[src/design/rzdl_pkg.sv]
`timescale 1ns / 1ps
// ----------------------------------------------------------------------------
// rzdl_pkg
// Shared widths, register indexes, reset values and stage payload types for
// the reversed-Z depth linearizer.
// ----------------------------------------------------------------------------
package rzdl_pkg;

  localparam int RAW_W  = 26;   // Q2.24 signed depth sample
  localparam int CFG_W  = 24;   // Q16.8 metres
  localparam int NDC_W  = 25;   // Q1.24 in [0, 1.0]
  localparam int NUM_W  = 48;   // numerator / denominator width
  localparam int LIN_W  = 24;
  localparam int GRAY_W = 8;
  localparam int SCL_W  = 32;   // d * 255
  localparam int IDX_W  = 2;

  localparam logic [NDC_W-1:0] NDC_ONE = 25'h1000000;
  localparam logic [LIN_W-1:0] LIN_MAX = '1;

  localparam logic [IDX_W-1:0] REG_NEAR = 2'd0;
  localparam logic [IDX_W-1:0] REG_FAR  = 2'd1;
  localparam logic [IDX_W-1:0] REG_MAX  = 2'd2;

  localparam logic [CFG_W-1:0] NEAR_RST = 24'd38;
  localparam logic [CFG_W-1:0] FAR_RST  = 24'd2560000;
  localparam logic [CFG_W-1:0] MAX_RST  = 24'd128000;

  typedef struct packed {
    logic vld;
    logic last;
    logic err;
  } rzdl_ctl_t;

  typedef struct packed {
    rzdl_ctl_t        ctl;
    logic             zero;
    logic             sat;
    logic [NUM_W-1:0] num;
    logic [NUM_W-1:0] den;
  } rzdl_div_t;

  typedef struct packed {
    rzdl_ctl_t        ctl;
    logic [LIN_W-1:0] lin;
  } rzdl_lin_t;

  typedef struct packed {
    logic              vld;
    logic              last;
    logic              err;
    logic [LIN_W-1:0]  lin;
    logic [GRAY_W-1:0] gray;
  } rzdl_res_t;

endpackage

[src/design/rzdl_front.sv]
`timescale 1ns / 1ps
// ----------------------------------------------------------------------------
// rzdl_front
// Three stages: ndc clamp and far*near, ndc*(far-near), then the
// denominator with the zero and saturation checks for the divider.
// ----------------------------------------------------------------------------
module rzdl_front (
  input  logic                            clk,
  input  logic                            rst,
  input  logic                            en,
  input  logic                            in_vld,
  input  logic signed [rzdl_pkg::RAW_W-1:0] raw_depth,
  input  logic                            frame_last,
  input  logic [rzdl_pkg::CFG_W-1:0]      near_dist,
  input  logic [rzdl_pkg::CFG_W-1:0]      far_dist,
  output rzdl_pkg::rzdl_div_t             dout
);
  import rzdl_pkg::*;

  rzdl_ctl_t        s1_ctl, s2_ctl, s3_ctl;
  logic [NDC_W-1:0] s1_ndc;
  logic [CFG_W-1:0] s1_diff;
  logic [NUM_W-1:0] s1_num, s2_num, s2_prod;
  logic [NDC_W-1:0] ndc_next;
  logic [NUM_W-1:0] den_next;
  logic             s3_zero, s3_sat;
  logic [NUM_W-1:0] s3_num, s3_den;

  // ndc = 1 - raw clamped to [0,1]
  always_comb begin
    if (raw_depth[RAW_W-1]) begin
      ndc_next = NDC_ONE;
    end else if (raw_depth[RAW_W-2]) begin
      ndc_next = '0;
    end else begin
      ndc_next = NDC_ONE - {1'b0, raw_depth[NDC_W-2:0]};
    end
  end

  assign den_next = {far_dist, {CFG_W{1'b0}}} - s2_prod;

  always_ff @(posedge clk) begin
    if (rst) begin
      s1_ctl <= '0;
      s2_ctl <= '0;
      s3_ctl <= '0;
    end else if (en) begin
      s1_ctl <= '{vld: in_vld, last: frame_last, err: (far_dist <= near_dist)};
      s2_ctl <= s1_ctl;
      s3_ctl <= s2_ctl;
    end
  end

  always_ff @(posedge clk) begin
    if (en) begin
      s1_ndc  <= ndc_next;
      s1_diff <= far_dist - near_dist;
      s1_num  <= NUM_W'(far_dist) * NUM_W'(near_dist);
      s2_prod <= NUM_W'(s1_ndc) * NUM_W'(s1_diff);
      s2_num  <= s1_num;
      s3_zero <= (s2_num == '0);
      s3_sat  <= (s2_num >= den_next);
      s3_num  <= s2_num;
      s3_den  <= den_next;
    end
  end

  always_comb begin
    dout.ctl  = s3_ctl;
    dout.zero = s3_zero;
    dout.sat  = s3_sat;
    dout.num  = s3_num;
    dout.den  = s3_den;
  end

endmodule

[config.mk]
export PLATFORM = sky130hd
export DESIGN_NAME = rzdl_front
export DESIGN_NICKNAME = d
export VERILOG_FILES = /design/src/design/rzdl_pkg.sv /design/src/design/rzdl_front.sv
export SDC_FILE = /design/constraint.sdc
export NUM_CORES = 2
export LEC_CHECK = 0
export BUFFER_PORTS_ARGS = -buffer_cell sky130_fd_sc_hd__buf_4
export CORE_ASPECT_RATIO = 1.2
export CORE_MARGIN = 5
export CORE_UTILIZATION = 50
export DETAILED_ROUTE_END_ITERATION = 10
export PLACE_DENSITY = 0.66
export SYNTH_ARGS = -nofsm -noshare
export SYNTH_HDL_FRONTEND = slang
export SYNTH_SLANG_ARGS = --single-unit
export TNS_END_PERCENT = 30
[constraint.sdc]
create_clock -name clk -period 12.3 [get_ports clk]
set_clock_uncertainty 0.2 [all_clocks]
set_input_delay 1.23 -clock clk [delete_from_list [all_inputs] [get_ports clk]]
set_output_delay 1.23 -clock clk [all_outputs]
set_load 0.05 [all_outputs]
==> impl_metrics.py <==
metrics = {
    "worst_setup_path": {
        "end_kind": "flip-flop",
        "criticalPathCategory": "flip-flop to flip-flop",
        "critPathTopFamily": "adder cells",
        "reg2reg_to": "s2_prod[46]$_DFFE_PP_",
        "cp_slowest_cell": "edfxtp_1",
        "path_common_cell": "fa_1",
        "arrival_ns": 8.69,
        "startpoint": "s1_diff[12]$_DFFE_PP_",
        "start_kind": "flip-flop",
        "ff2ff_path_depth": 25,
        "reg2reg_slack_ns": 3.69,
        "worstSetupPathDepth": 25,
        "cpPeakStageDelay_ns": 0.89,
        "worstReg2RegStart": "s1_diff[12]$_DFFE_PP_",
        "crit_fanout": 25,
        "required_ns": 12.38,
        "crit_buf_inv": 6,
        "endpoint": "s2_prod[46]$_DFFE_PP_",
    },
    "detailed_routing": {
        "avgRoutedWirePerCell_um": 20.16,
        "drc_errors": 0,
        "dr.pass1.iters": 5,
        "first_iter_violations": 2003,
        "via_count": 36970,
        "vias_per_cell": 5.391,
        "antenna_left": 0,
        "wl_um": 138300,
    },
    "timing": {
        "worstMarginPinSlew_ns": 1.281,
        "post-route-min-period_ns": 8.613,
        "final.period_utilization": 0.7002,
        "fin_setup_tns_ns": 0,
        "rsz0062_at_grt": "false",
        "maxSlewHeadroom": 0.1462,
        "slew_viol_final": 0,
        "max_clock_freq_mhz": 116.1,
        "timing.hold.ws_ns": 0.1948,
        "hold_viol": 0,
        "setup_viol": 0,
    },
    "synthesis": {
        "yosys.area.top_type_share": 0.3769,
        "synth_edf_count": 291,
        "yosys.area.top_type": "fa_1",
        "avgSynthCellArea_um2": 9.661,
        "ys_seq_elements": 300,
        "async_flop_share": 0,
        "syn_inst": 5421,
        "netlist_top_cells_area": "fa_1, edfxtp_1, ha_1, inv_1, and2_1",
        "yosysWarningCount": 0,
        "ys.flop_type": "edfxtp_1",
        "seq_area_frac_synth": 0.1703,
        "synth_nets": 6951,
        "synth_area_um2": 52370,
        "synth_cell_types": 83,
    },
    "hold_path": {
        "holdCritPathClass": "flip-flop to flip-flop",
        "holdPathStages": 0,
    },
    "clock_network": {
        "clock_latency_ns": 0.58,
        "cts_buffer_depth": 3,
        "postCtsHoldBufs": 0,
        "clk_pin_slew_ns": 0.07,
        "post_cts_buffers": 0,
        "root_buffer": "clkbuf_16",
        "htreeDepth": 2,
        "cts_tree": "built",
        "postCtsResizedCells": 0,
        "cts.sinks": 300,
        "cts_buffers": 35,
    },
    "grt": {
        "grtUsageTotal": 0.2514,
        "first_global_vias": 40090,
        "antenna_found_initial": 13,
        "overflow": 0,
        "grt_start_max_net_pins": 97,
        "grt_pass1_wl_um": 219700,
    },
    "flow_run": {
        "max-cap-violations": 0,
    },
    "placement": {
        "gp_congestion": 0.9086,
        "dp_hpwl_um": 109700,
        "portBuffers": 179,
    },
    "floorplanning": {
        "start_util": 0.5015,
        "die_area_um2": 111300,
        "die_h_um": 364.5,
        "coreArea_um2": 104400,
        "die_w_um": 305.5,
        "io_pins": 180,
        "num_rows": 130,
    },
    "run_status": {
        "outcome": "finished clean",
    },
    "finish": {
        "area_delta_synth_final_pct": 6.804,
        "fill_cells": 9495,
        "nets": 6972,
        "drive_above_1_share": 0.05542,
        "multi_input_area_um2": 37890,
        "register_area_um2": 8919,
    },
}
## sequential cells by signal (all words and copies together) (netlist names), 24 cells and up
signal	flops
s3_num	48
s1_num	48
s3_den	48
s1_ndc	25
s2_prod	48
s2_num	48
s1_diff	24
## worst min-delay path by stage
stage | startpoint | to | slack, ns
detailed placement | s1_num[27]$_DFFE_PP_ | s2_num[27]$_DFFE_PP_ | 0.20
global route | s1_num[25]$_DFFE_PP_ | s2_num[25]$_DFFE_PP_ | 0.22
finish | s1_num[25]$_DFFE_PP_ | s2_num[25]$_DFFE_PP_ | 0.19
global placement | s1_num[8]$_DFFE_PP_ | s2_num[8]$_DFFE_PP_ | 0.20
CTS | s1_num[25]$_DFFE_PP_ | s2_num[25]$_DFFE_PP_ | 0.19
floorplan | s1_num[0]$_DFFE_PP_ | s2_num[0]$_DFFE_PP_ | 0.20
## placed cells by master (no fill, tap or decap), types with 110 or more instances in the layout
cell and count:
and2_1 560, inv_1 1248, buf_4 210, nor2_1 139
a21oi_1 123, xnor2_1 110, edfxtp_1 291, ha_1 465
fa_1 986, nand2_1 662
## final cells by class
class	instances	area share
Antenna cell	5	0.0002237
Clock buffer	40	0.01617
Clock inverter	22	0.003378
Inverter	1251	0.08395
Multi-Input combinational cell	3643	0.6774
Sequential cell	300	0.1594
Tap cell	1386	0.03100
Timing Repair Buffer	211	0.02845
## routing by layer
| metal | GRT usage | share of wire | up-vias | wire length (um) |
|---|---|---|---|---|
| met4 | 0.1417 | 0.068 | 14 | 9392 |
| met2 | 0.4476 | 0.51 | 1147 | 70290 |
| met5 | 0 | 0.00074 | - | 103 |
| met3 | 0.03350 | 0.056 | 400 | 7699 |
| li1 | - | - | 16460 | - |
| met1 | 0.2941 | 0.37 | 18960 | 50780 |
## cells by family (layout without fill, tap and decap cells)
logic type | Yosys count | count (layout) | synth area share
muxes | 12 | 12 | 0.002317
and+or+nand+nor | 1587 | 1587 | 0.1517
AOI/OAI and AO/OA | 419 | 419 | 0.05196
DFF | 300 | 300 | 0.1703
buffers and inverters | 1478 | 1524 | 0.1062
xor gates and xnor gates | 174 | 174 | 0.02953
adders and majority gates | 1451 | 1451 | 0.4880
other | 0 | 5 | 0
## per-stage QoR
stage          setup slack, ns  instance area [um^2]  cells    util
2_1_floorplan            4.345                 52370   5421       -
3_3_place_gp             3.797                 54830   6791  0.5251
3_5_place_dp             3.738                 54830   6791  0.5251
4_1_cts                  3.776                 55920   6853  0.5356
5_1_grt                  3.366                 55920   6853  0.5356
6_report                 3.687                 55940   6858  0.5357
## cell usage after synthesis (6+ instances only)
| cell type | instances |
|---|---|
| nor2_1 | 139 |
| dfxtp_1 | 9 |
| fa_1 | 986 |
| or4_1 | 7 |
| or2_2 | 6 |
| a21oi_1 | 123 |
| ha_1 | 465 |
| xor2_1 | 61 |
| inv_1 | 1248 |
| or3_1 | 14 |
| clkbuf_1 | 220 |
| nor4_1 | 22 |
| nand4_1 | 33 |
| a21o_1 | 86 |
| nand3_1 | 24 |
| edfxtp_1 | 291 |
| and3_1 | 14 |
| mux2i_1 | 11 |
| nand2_1 | 662 |
| a21boi_0 | 8 |
| o21bai_1 | 24 |
| a211oi_1 | 10 |
| nor3_1 | 36 |
| nor2b_1 | 19 |
| and2_1 | 560 |
| xnor2_1 | 110 |
| a31oi_1 | 19 |
| o21ai_0 | 72 |
| o21a_1 | 13 |
| o211ai_1 | 6 |
| nand2b_1 | 26 |
## worst register-to-register path: cells and delay by family, from the launching register on
family / cells / cell delay (ns)
xor+xnor: 1 / 0.16
fa+ha+maj: 8 / 3.91
buf+inv: 6 / 0.31
simple gates: 1 / 0.44
compound gates: 9 / 2.40
flops: 1 / 0.89
Power is not shown: default switching activity piles up to over one toggle a cycle in this logic, so the estimate is an artifact.
