===== config.mk =====
export PLATFORM = sky130hd
export DESIGN_NAME = rzdl_gray
export DESIGN_NICKNAME = d
export VERILOG_FILES = /design/src/design/rzdl_pkg.sv /design/src/design/rzdl_gray.sv
export SDC_FILE = /design/constraint.sdc
export NUM_CORES = 1
export LEC_CHECK = 0
export BUFFER_PORTS_ARGS = -buffer_cell sky130_fd_sc_hd__clkbuf_2
export CAP_MARGIN = 15
export CORE_MARGIN = 8
export CORE_UTILIZATION = 35
export DETAILED_ROUTE_END_ITERATION = 12
export GPL_TIMING_DRIVEN = 1
export PLACE_DENSITY_LB_ADDON = 0.15
export SYNTH_ARGS = -nofsm -noshare
export SYNTH_HDL_FRONTEND = slang
export SYNTH_SLANG_ARGS = --single-unit

===== constraint.sdc =====
create_clock -name clk -period 7 [get_ports clk]
set_clock_uncertainty 0.2 [all_clocks]
set_input_delay 0.35 -clock clk [delete_from_list [all_inputs] [get_ports clk]]
set_output_delay 0.35 -clock clk [all_outputs]
set_load 0.05 [all_outputs]

===== src/design/rzdl_pkg.sv =====
`timescale 1ns / 1ps
// ----------------------------------------------------------------------------
// rzdl_pkg
// Shared widths, register indexes, reset values and stage payload types for
// the reversed-Z depth linearizer.
// ----------------------------------------------------------------------------
package rzdl_pkg;

  localparam int RAW_W  = 26;   // Q2.24 signed depth sample
  localparam int CFG_W  = 24;   // Q16.8 metres
  localparam int NDC_W  = 25;   // Q1.24 in [0, 1.0]
  localparam int NUM_W  = 48;   // numerator / denominator width
  localparam int LIN_W  = 24;
  localparam int GRAY_W = 8;
  localparam int SCL_W  = 32;   // d * 255
  localparam int IDX_W  = 2;

  localparam logic [NDC_W-1:0] NDC_ONE = 25'h1000000;
  localparam logic [LIN_W-1:0] LIN_MAX = '1;

  localparam logic [IDX_W-1:0] REG_NEAR = 2'd0;
  localparam logic [IDX_W-1:0] REG_FAR  = 2'd1;
  localparam logic [IDX_W-1:0] REG_MAX  = 2'd2;

  localparam logic [CFG_W-1:0] NEAR_RST = 24'd38;
  localparam logic [CFG_W-1:0] FAR_RST  = 24'd2560000;
  localparam logic [CFG_W-1:0] MAX_RST  = 24'd128000;

  typedef struct packed {
    logic vld;
    logic last;
    logic err;
  } rzdl_ctl_t;

  typedef struct packed {
    rzdl_ctl_t        ctl;
    logic             zero;
    logic             sat;
    logic [NUM_W-1:0] num;
    logic [NUM_W-1:0] den;
  } rzdl_div_t;

  typedef struct packed {
    rzdl_ctl_t        ctl;
    logic [LIN_W-1:0] lin;
  } rzdl_lin_t;

  typedef struct packed {
    logic              vld;
    logic              last;
    logic              err;
    logic [LIN_W-1:0]  lin;
    logic [GRAY_W-1:0] gray;
  } rzdl_res_t;

endpackage


===== src/design/rzdl_gray.sv =====
`timescale 1ns / 1ps
// ----------------------------------------------------------------------------
// rzdl_gray
// Clamps depth to max range, forms d*255 and divides by max range with one
// quotient bit per stage (8 stages).
// ----------------------------------------------------------------------------
module rzdl_gray (
  input  logic                       clk,
  input  logic                       rst,
  input  logic                       en,
  input  rzdl_pkg::rzdl_lin_t        din,
  input  logic [rzdl_pkg::CFG_W-1:0] max_range,
  output rzdl_pkg::rzdl_res_t        dout
);
  import rzdl_pkg::*;

  rzdl_ctl_t         g0_ctl;
  logic [LIN_W-1:0]  g0_lin;
  logic [SCL_W-1:0]  g0_rem;
  logic [LIN_W-1:0]  d_clamp;

  rzdl_ctl_t         st_ctl [GRAY_W];
  logic [LIN_W-1:0]  st_lin [GRAY_W];
  logic [SCL_W-1:0]  st_rem [GRAY_W];
  logic [GRAY_W-1:0] st_q   [GRAY_W];

  assign d_clamp = (din.lin > max_range) ? max_range : din.lin;

  always_ff @(posedge clk) begin
    if (rst) begin
      g0_ctl <= '0;
    end else if (en) begin
      g0_ctl <= din.ctl;
    end
  end

  always_ff @(posedge clk) begin
    if (en) begin
      g0_lin <= din.lin;
      // d*255 = d*256 - d
      g0_rem <= {d_clamp, {GRAY_W{1'b0}}} - SCL_W'(d_clamp);
    end
  end

  for (genvar k = 0; k < GRAY_W; k++) begin : g_stage
    rzdl_ctl_t         p_ctl;
    logic [LIN_W-1:0]  p_lin;
    logic [SCL_W-1:0]  p_rem, dv;
    logic [GRAY_W-1:0] p_q;
    logic              take;

    if (k == 0) begin : g_first
      assign p_ctl = g0_ctl;
      assign p_lin = g0_lin;
      assign p_rem = g0_rem;
      assign p_q   = '0;
    end else begin : g_next
      assign p_ctl = st_ctl[k-1];
      assign p_lin = st_lin[k-1];
      assign p_rem = st_rem[k-1];
      assign p_q   = st_q[k-1];
    end

    // divisor aligned to quotient bit GRAY_W-1-k
    assign dv   = SCL_W'(max_range) << (GRAY_W - 1 - k);
    assign take = (p_rem >= dv);

    always_ff @(posedge clk) begin
      if (rst) begin
        st_ctl[k] <= '0;
      end else if (en) begin
        st_ctl[k] <= p_ctl;
      end
    end

    always_ff @(posedge clk) begin
      if (en) begin
        st_lin[k] <= p_lin;
        st_rem[k] <= take ? (p_rem - dv) : p_rem;
        st_q[k]   <= {p_q[GRAY_W-2:0], take};
      end
    end
  end

  always_comb begin
    dout.vld  = st_ctl[GRAY_W-1].vld;
    dout.last = st_ctl[GRAY_W-1].last;
    dout.err  = st_ctl[GRAY_W-1].err;
    dout.lin  = st_lin[GRAY_W-1];
    // zero max range would set every quotient bit
    dout.gray = (st_ctl[GRAY_W-1].err || max_range == '0) ? '0 : st_q[GRAY_W-1];
  end

endmodule

==> flow_summary_export.csv <==
group,metric,value,unit
logic_synthesis,post_synth_most_frequent_cells,"edfxtp_1, ha_1, a21oi_1, nand2_1, o21ai_0",
sta,finalCritPeriodShare,0.749,
drt,drt-total-wl,74200,um
logic_synthesis,synth.ff_latch_count,535,
sta,setup-tns-final,0,ns
critical_path,type_of_destination_of_the_critical_path,"register",
pwr,switching_share,0.348,
logic_synthesis,ys_types,87,
drt,detailedRoute.firstIterationViolations,1468,
sta,grt_setup_unrepaired,"no",
placed_design,numPortBuffers,88,
logic_synthesis,synthXorXnorAreaFrac,0.0548,
worst_hold_path,worst_hold_path.num_cells,5,
placed_design,finalWeightedCongestion,0.861,
finish,nets,3003,
cts,cts.clk_slew.worst_paths,0.06,ns
cts,cts_root_buf,"clkbuf_16",
logic_synthesis,largest_family_of_logic_cells_by_synthesized_area,"compound AO/OA/AOI/OAI gates",
placed_design,detailedPlacementHpwl,54600,um
floorplan,die_y,307,um
logic_synthesis,post_synth_instance_area,29600,sq um
cts,cts.sink_count,535,
grt,first_global_vias,20129,
logic_synthesis,synth_ff_type,"edfxtp_1",
logic_synthesis,postSynthNetCount,2851,
logic_synthesis,share_of_synthesized_cell_area_in_full_adder_half_adder_and_majority_cells,0.103,
logic_synthesis,synth_mux_area_frac,0.0133,
logic_synthesis,synth_most_common_cell,"edfxtp_1",
cts,insertion_delay,0.63,ns
drt,drt_drc_violations_left,0,
pwr,comb_power_share,0.388,
pwr,vdd_drop_max,224,uV
grt,grt_first_pass_wirelength,114000,um
sta,tightestPinTransition,1.04,ns
critical_path,setup.worst_path.start_class,"input port",
logic_synthesis,synthDominantCellAreaShare,0.540,
logic_synthesis,synth_simple_gate_area_frac,0.114,
sta,slew-limit-headroom,0.307,
critical_path,critical_path_arrival,5.37,ns
sta,report.final.setup_viol,0,
cts,tritoncts_clock_tree,"yes",
logic_synthesis,count_of_flip_flops_with_a_built_in_enable_after_synthesis,532,
sta,clock.fmax,191,MHz
pwr,power_leakage,0.0131,uW
pwr,total_switching_power,4520,uW
cts,post_cts_resized,0,
grt,grt_antenna_before_repair,2,
cts,cts-buffers-inserted,59,
drt,num_vias,20047,
cts,cts-root-to-sink-buffers,3,
grt,grt_start_max_net_pins,181,
pwr,pwr_density_cell,386,nW/um^2
logic_synthesis,yosys_warnings,0,
floorplan,die_x,307,um
grt,overflow,0,
worst_hold_path,hold_path_class,"in -> reg",
pwr,p_clk_frac,0.231,
floorplan,placementRows,106,
sta,count_of_final_max_slew_check_failures,0,
floorplan,core_area,83700,sq um
pwr,power.internal,8490,uW
drt,drt_first_pass_iters,7,
pwr,seq_power_share,0.381,
finish,design_area,33700,sq um
drt,mean_routed_wirelength_per_cell,19.0,um
logic_synthesis,postSynthCellCount,2557,
logic_synthesis,synth.yosys.seq_area_share,0.542,
finish,layout.filler_cells,7828,
grt,grt_util_all_layers,0.153,
finish,areaGrowthSynthToFinish,14.0,%
finish,drive_above_1_share,0.100,
cts,htree_num_levels,2,
run_status,run_status,"complete, no violations",
sta,timing_hold_violations_final,0,
placed_design,place_area,31500,sq um
logic_synthesis,synthesis.area_per_instance,11.6,sq um
critical_path,setup.worst_path.class,"in -> reg",
logic_synthesis,synth-compound-area-share,0.150,
floorplan,design.die.area,94000,sq um
logic_synthesis,most_area_consuming_cells_after_synthesis,"edfxtp_1, ha_1, a21oi_1",
drt,avgViaCountPerCell,5.15,
job,timing.max_cap.violations,0,
sta,finalWorstPathRequiredPeriod,5.24,ns
logic_synthesis,yosys.area.top_type,"edfxtp_1",
critical_path,worst_ep_required_time,7.13,ns
logic_synthesis,async_reset_ff_frac,0,
floorplan,start_util,0.353,
drt,route.antenna.remaining_nets,0,
critical_path,crit_fanout,14,
critical_path,worst_reg2reg_path_length_in_cells,14,
floorplan,top_level_ports,89,
-- per-layer routing --
metal  wire [um]  part of all wire  vias up  global-route usage
li1            -                 -     9925                   -
met1       33400              0.45     9574               0.197
met2       34500              0.47      426               0.259
met3        3300             0.044      122              0.0227
met4        3000             0.040        0              0.0594
met5           0                 0        -                   0
-- area by class of cell --
class                   count  area (sq um)  share of cell area
diodes                      4          10.0            0.000297
clock buffers              76          1590              0.0472
clock inverters            33           280             0.00832
inverters                 109           409              0.0121
multi-input cells        1850         12900               0.383
flip-flops and latches    535         16000               0.476
well taps                1134          1420              0.0421
repair buffers            154          1050              0.0313
-- placed cells by master (no fill, tap or decap), types with 28 or more instances in the layout --
cell and count:
nor2_1 159, clkbuf_2 87, ha_1 233, a21oi_1 208
xor2_1 93, buf_4 35, nand4_1 32, a21o_1 103
nand2_1 208, inv_1 107, nor3_1 42, clkbuf_16 59
nand3_1 50, dlygate4sd3_1 28, nand2b_1 32, xnor2_1 92
and2_1 40, edfxtp_1 532, nor2b_1 31, o21ai_0 171
-- repair_timing --
item                                    in CTS  in global routing
endpoints found under the hold margin       29                  0
setup buffers                                0                  0
endpoints found under the setup margin       0                  0
hold buffers                                28                  0
-- worst paths after layout --
kind              slack (ns)     startpoint             to
hold / removal          0.04  max_range[20]     g0_rem[29]
setup / recovery        1.76        din[15]     g0_rem[30]
setup reg to reg        2.72   st_rem[0][6]  st_rem[1][13]
hold reg to reg         0.19     st_q[2][0]     st_q[3][1]
-- kinds of logic after synthesis --
logic type / after synthesis
AOI/OAI and AO/OA: 699
xor gates and xnor gates: 185
adders and majority gates: 240
buffers and inverters: 172
DFF: 535
muxes: 36
and+or+nand+nor: 690
-- sequential cells by signal, summed over array words and instances (netlist names) --
| name | count |
|---|---|
| st_rem | 224 |
| g0_lin | 24 |
| st_lin | 192 |
| g0_rem | 32 |
| g0_ctl | 3 |
| st_q | 36 |
| st_ctl | 24 |
-- per-stage QoR --
stage	worst slack, ns	util	power, uW	hold slack (ns)	cells
final	1.76	0.403	13000	0.0432	3895
after floorplan	1.84	-	8800	0.200	2557
after global placement	1.54	0.377	9910	0.200	3753
after CTS	1.81	0.403	13100	0.000224	3890
after global routing	1.48	0.403	13900	0.0546	3891
after detailed placement	1.46	0.377	10000	0.205	3753
-- worst max-delay path: stages --
cell,delay (ns)
dlygate4sd3_1,0.55
clkbuf_2,0.19
ha_1,0.36
a21oi_1,0.15
o21ai_0,0.20
a22oi_1,0.26
o211ai_1,0.18
o21ai_4,0.40
mux2_2,0.42
inv_1,0.07
ha_1,0.27
nand3b_1,0.12
or4_1,0.40
mux2i_1,0.31
a211o_1,0.21
a32o_1,0.23
nor2_1,0.10
o311ai_0,0.47
xor2_1,0.11
-- power groups by stage --
stage | combinational [uW] | clock, uW | sequential [uW]
2_1_floorplan | 3900 | 0 | 4900
3_3_place_gp | 4900 | 0 | 5010
3_5_place_dp | 4990 | 0 | 5020
4_1_cts | 5040 | 3110 | 4960
5_1_grt | 5650 | 3210 | 5040
6_report | 5050 | 3000 | 4960
(Power assumes the default switching activity.)
